**src/design/ccp_pkg.sv**
```systemverilog
// Shared widths, register codes and payload types of the capsule closest point unit.
package ccp_pkg;

  localparam int COORD_BITS  = 32;
  localparam int FRAC_BITS   = 16;
  localparam int RAD_BITS    = COORD_BITS - 1;
  localparam int CORE_BITS   = COORD_BITS + 2;
  localparam int DIFF_BITS   = COORD_BITS + 1;
  localparam int LEN_BITS    = DIFF_BITS + 1;
  localparam int SQ_BITS     = 2 * LEN_BITS;
  localparam int PROD_BITS   = RAD_BITS + DIFF_BITS;
  localparam int QUO_BITS    = RAD_BITS;
  localparam int CFG_IDX_BITS = 3;
  localparam int QUEUE_DEPTH = 2;

  localparam logic [RAD_BITS-1:0] RADIUS_RESET = RAD_BITS'(1) << (FRAC_BITS - 1);
  localparam logic [RAD_BITS-1:0] HEIGHT_RESET = RAD_BITS'(2) << FRAC_BITS;

  localparam logic [CFG_IDX_BITS-1:0] REG_CENTER_X   = 3'd0;
  localparam logic [CFG_IDX_BITS-1:0] REG_CENTER_Y   = 3'd1;
  localparam logic [CFG_IDX_BITS-1:0] REG_CENTER_Z   = 3'd2;
  localparam logic [CFG_IDX_BITS-1:0] REG_CAP_RADIUS = 3'd3;
  localparam logic [CFG_IDX_BITS-1:0] REG_CAP_HEIGHT = 3'd4;

  typedef struct packed {
    logic signed [COORD_BITS-1:0] point_x;
    logic signed [COORD_BITS-1:0] point_y;
    logic signed [COORD_BITS-1:0] point_z;
  } point_t;

  typedef struct packed {
    logic signed [COORD_BITS-1:0] near_x;
    logic signed [COORD_BITS-1:0] near_y;
    logic signed [COORD_BITS-1:0] near_z;
    logic                         is_inside;
  } result_t;

  typedef struct packed {
    logic signed [COORD_BITS-1:0] center_x;
    logic signed [COORD_BITS-1:0] center_y;
    logic signed [COORD_BITS-1:0] center_z;
    logic [RAD_BITS-1:0]          cap_radius;
    logic [RAD_BITS-1:0]          cap_height;
  } cfg_t;

  // classified query handed from front to back
  typedef struct packed {
    point_t                       pt;
    logic signed [CORE_BITS-1:0]  core_y;
    logic [2:0]                   neg;
    logic [2:0][DIFF_BITS-1:0]    mag;
    logic [SQ_BITS-1:0]           dist2;
    logic                         in_body;
  } item_t;

  typedef struct packed {
    logic empty;
    logic full;
  } queue_status_t;

endpackage

```
**src/design/ccp_queue.sv**
```systemverilog
// Short queue between front and back.
module ccp_queue (
  input  logic                   clk,
  input  logic                   rst,
  input  logic                   push,
  input  ccp_pkg::item_t         wr_item,
  input  logic                   pop,
  output ccp_pkg::item_t         rd_item,
  output ccp_pkg::queue_status_t status
);

  localparam int PB = $clog2(ccp_pkg::QUEUE_DEPTH);
  localparam int CNB = $clog2(ccp_pkg::QUEUE_DEPTH + 1);

  ccp_pkg::item_t  slots [ccp_pkg::QUEUE_DEPTH];
  logic [PB-1:0]   wr_ptr, rd_ptr;
  logic [CNB-1:0]  count, count_next;

  assign status.empty = (count == '0);
  assign status.full  = (count == CNB'(ccp_pkg::QUEUE_DEPTH));
  assign rd_item      = slots[rd_ptr];

  always_comb begin
    count_next = count;
    if (push && !pop) begin
      count_next = count + 1'b1;
    end else if (pop && !push) begin
      count_next = count - 1'b1;
    end
  end

  always_ff @(posedge clk) begin
    if (rst) begin
      wr_ptr <= '0;
      rd_ptr <= '0;
      count  <= '0;
    end else begin
      count <= count_next;
      if (push) begin
        wr_ptr <= (wr_ptr == PB'(ccp_pkg::QUEUE_DEPTH - 1)) ? '0 : wr_ptr + 1'b1;
      end
      if (pop) begin
        rd_ptr <= (rd_ptr == PB'(ccp_pkg::QUEUE_DEPTH - 1)) ? '0 : rd_ptr + 1'b1;
      end
    end
    if (push) begin
      slots[wr_ptr] <= wr_item;
    end
  end

`ifndef NO_ASSERTIONS
  a_no_overflow: assert property (@(posedge clk) disable iff (rst)
    !(push && !pop && status.full))
    else $error("queue overflow");
  a_no_underflow: assert property (@(posedge clk) disable iff (rst)
    !(pop && status.empty))
    else $error("queue underflow");
  a_count_up: assert property (@(posedge clk) disable iff (rst)
    (push && !pop) |=> (count == $past(count) + 1'b1))
    else $error("queue count did not advance on push");
`endif

endmodule

```
**config.mk**
```make
export PLATFORM = sky130hd
export DESIGN_NAME = ccp_queue
export DESIGN_NICKNAME = d
export VERILOG_FILES = /design/src/design/ccp_pkg.sv /design/src/design/ccp_queue.sv
export SDC_FILE = /design/constraint.sdc
export NUM_CORES = 1
export LEC_CHECK = 0
export ABC_AREA = 1
export BUFFER_PORTS_ARGS = -buffer_cell sky130_fd_sc_hd__buf_4
export CAP_MARGIN = 20
export CORE_MARGIN = 2
export CORE_UTILIZATION = 25
export CTS_CLUSTER_DIAMETER = 150
export DETAILED_ROUTE_END_ITERATION = 12
export PLACE_DENSITY_LB_ADDON = 0.2
export RECOVER_POWER = 100
export SETUP_SLACK_MARGIN = 0.5
export SYNTH_ARGS = -nofsm -noshare
export SYNTH_HDL_FRONTEND = slang
export SYNTH_SLANG_ARGS = --single-unit
```
**constraint.sdc**
```tcl
create_clock -name clk -period 21 [get_ports clk]
set_input_delay 3.15 -clock clk [delete_from_list [all_inputs] [get_ports clk]]
set_output_delay 3.15 -clock clk [all_outputs]
set_load 0.05 [all_outputs]
```
==> key figures <==
Outcome
  – Status: complete, but fails checks
  – Failing checks: capacitance limit, slew limit

Route
  – Routed Antenna Nets: 0
  – # DRC: 0
  – Iteration-0 DRC Markers: 474
  – DR vias: 11450
  – DR vias/cell: between 4 and 5
  – Detailed Routing Iterations Pass 1: 4
  – Total Wirelength: roughly 54000 µm
  – WL/cell: roughly 19 µm

Timing
  – Actual slew at the worst max-slew pin: 9.242 ns
  – RSZ-0062 raised after global routing: false
  – Max-slew headroom: -516.1%
  – Setup TNS: 0 ns
  – Fin Clk Skew: 0.01468 ns
  – Final worst-path cycle share: 59.66%
  – Fmax: about 80 MHz
  – Number of setup violations in the final report: 0
  – Min Clock Period, post-route: roughly 13 ns
  – Hold Vio Cnt, Final: 0
  – Max-slew violation count: about 910

Yosys
  – Synthesized cell area: ~22000 µm²
  – Synthesized flop and latch total: just over 600
  – Avg Inst Size Synth: around 23 µm²
  – Synth Warn #: 0
  – Post-synthesis sequential area ratio: between 80% and 90%
  – Post-Syn Instances: between 900 and 1000
  – Synthesized Nets: 1275
  – Number of distinct library cells after synthesis: 15

Floorplanning
  – Die Wd: ~300 µm
  – Total core area: ~87000 µm²
  – Cell Rows: 108
  – I/O pin cnt: between 600 and 700
  – Initial Util: 25.31%
  – Die Area: about 90000 µm²
  – Chip Height: ~300 µm

Clock network
  – Clk sinks: a little over 600
  – CTS Buffer Depth: 3
  – CTS tree: built
  – Hold buffer count at cts: 0
  – Setup Fix Bufs, Post-CTS: 0
  – Clock latency on the worst-skew pair: approximately 0.6 ns
  – Htree depth: 3
  – Clk slew on worst S/H paths: approximately 0.060 ns
  – Root buf cell: clkbuf_16
  – Num CTS Buffers: 72
  – Post_cts resized: 0

Placed design
  – Placed wire-length estimate: roughly 36000 µm
  – IO Port Bufs: between 600 and 700
  – Placer Congestion: between 0.7 and 0.8

Layout
  – Fillers: approximately 8700
  – Fraction of layout cells with a size suffix above 1: 36.88%
  – Commonest non-fill, non-tap cell in the layout: edfxtp_1
  – Final core occ: between 30% and 40%
  – Area Overhead vs Synth: 29.85%
  – Most frequent cells in the layout: edfxtp_1, clkbuf_1, mux2_2, clkbuf_4, clkbuf_16
  – Nets@finish: approximately 1900

GRT
  – Vias in the first global route: 12260
  – Initial antenna violation count: 5
  – Largest net degree at the start of global routing: 150
  – Tot GR Track Use: 11.42%
  – GR Overflow Total: 0
  – Wire length of the first global-routing pass: 77360 µm

Worst setup path
  – Worst setup SP type: flop
  – Required @ worst endpoint: 17.85 ns
  – CP Class: reg2out
  – Critical path peak fanout: 67
  – Crit path DAT: roughly 9.4 ns
  – Worst setup EP type: output pin

Job
  – Maxcap violations: 12

Worst hold path
  – Hold crit path type: reg2reg

Power
  – Leak Pwr: ~0.0096 µW
  – PwrDens: 106.7 nW/µm²
  – Peak supply drop: roughly 65 µV
## sequential cells by signal, summed over array words and instances, names as in the netlist, named ones only
signal	count
count	2
rd_ptr	1
slots	602
wr_ptr	1
## metrics by stage
step / hold WS, ns / total power [µW] / std cells / cell area [µm²] / setup slack (ns)
floorplan: 0.4799 / 1811 / 969 / 22060 / 4.261
global placement: 0.4947 / 1965 / 2708 / 27800 / 14.51
detailed placement: 0.5043 / 1970 / 2708 / 27800 / 14.49
CTS: 0.5182 / 3156 / 2836 / 30010 / 13.81
global route: 0.5314 / 3179 / 2837 / 28640 / 7.435
finish: 0.5132 / 3055 / 2838 / 28640 / 8.472
## synth_stat cells
master,count,area [µm²]
nor2_1,7,26.28
buf_6,32,360.4
a21oi_1,1,5.000
dfxtp_1,5,100.1
inv_1,9,33.78
nand2_1,5,18.77
mux2_2,301,3390
o21ai_0,1,5.000
xnor2_1,1,8.760
ha_1,1,12.51
edfxtp_1,602,18080
nand4_1,1,6.260
nand3_1,1,5.000
buf_2,1,5.000
nor3_1,1,5.000
## per-layer routing
layer / part of all wire (%) / wire (µm) / GRT usage (%)
met3: 8.9 / 4831 / 4.545
met4: 2.3 / 1217 / 3.577
met5: 0.078 / 42 / 0
met1: 36 / 19680 / 12.35
met2: 52 / 28270 / 20.35
## final timing paths
kind	startpoint	end	slack, ns	depth (start not counted)
max reg2reg	wr_ptr	slots[1][5]	11.48	4
min reg2reg	rd_ptr	flop	0.51	2
min	rd_ptr	flop	0.51	2
max	flop	rd_item[69]	8.47	4
## final cells by class
class	count	area (µm²)	area share [%]
timing repair buffer	617	3292	11.49
clock buffer	91	1873	6.539
antenna	2	5.005	0.01747
multi-input combinational	320	3482	12.16
tap	1155	1445	5.045
inverter	9	35.03	0.1223
sequential	607	18180	63.46
clock inverter	37	332.8	1.162
## logic make-up (layout without fill, tap and decap cells)
family	count (synthesis)	in the layout	share of synthesized area (%)
AOI/OAI and AO/OA	2	2	0.04533
xor gates and xnor gates	1	1	0.03971
adders and majority gates	1	1	0.05671
buffers and inverters	42	754	1.809
DFF	607	607	82.41
muxes	301	301	15.37
other	0	2	0
and+or+nand+nor	15	15	0.2779
## worst max-delay path, stage by stage (launching register included)
cell and delay, ns:
dfxtp_1 2.00, clkbuf_1 2.94, clkbuf_1 2.61, mux2_2 0.52
clkbuf_1 0.56
## power by group
part	internal (µW)	total, µW	switching (µW)	leakage (µW)
clock	665	1160	496	0.00107
sequential	1420	1430	16.5	0.00569
combinational	124	461	337	0.00284
total	2210	3060	849	0.00960
Note: power is estimated with default switching activity, not from simulation.
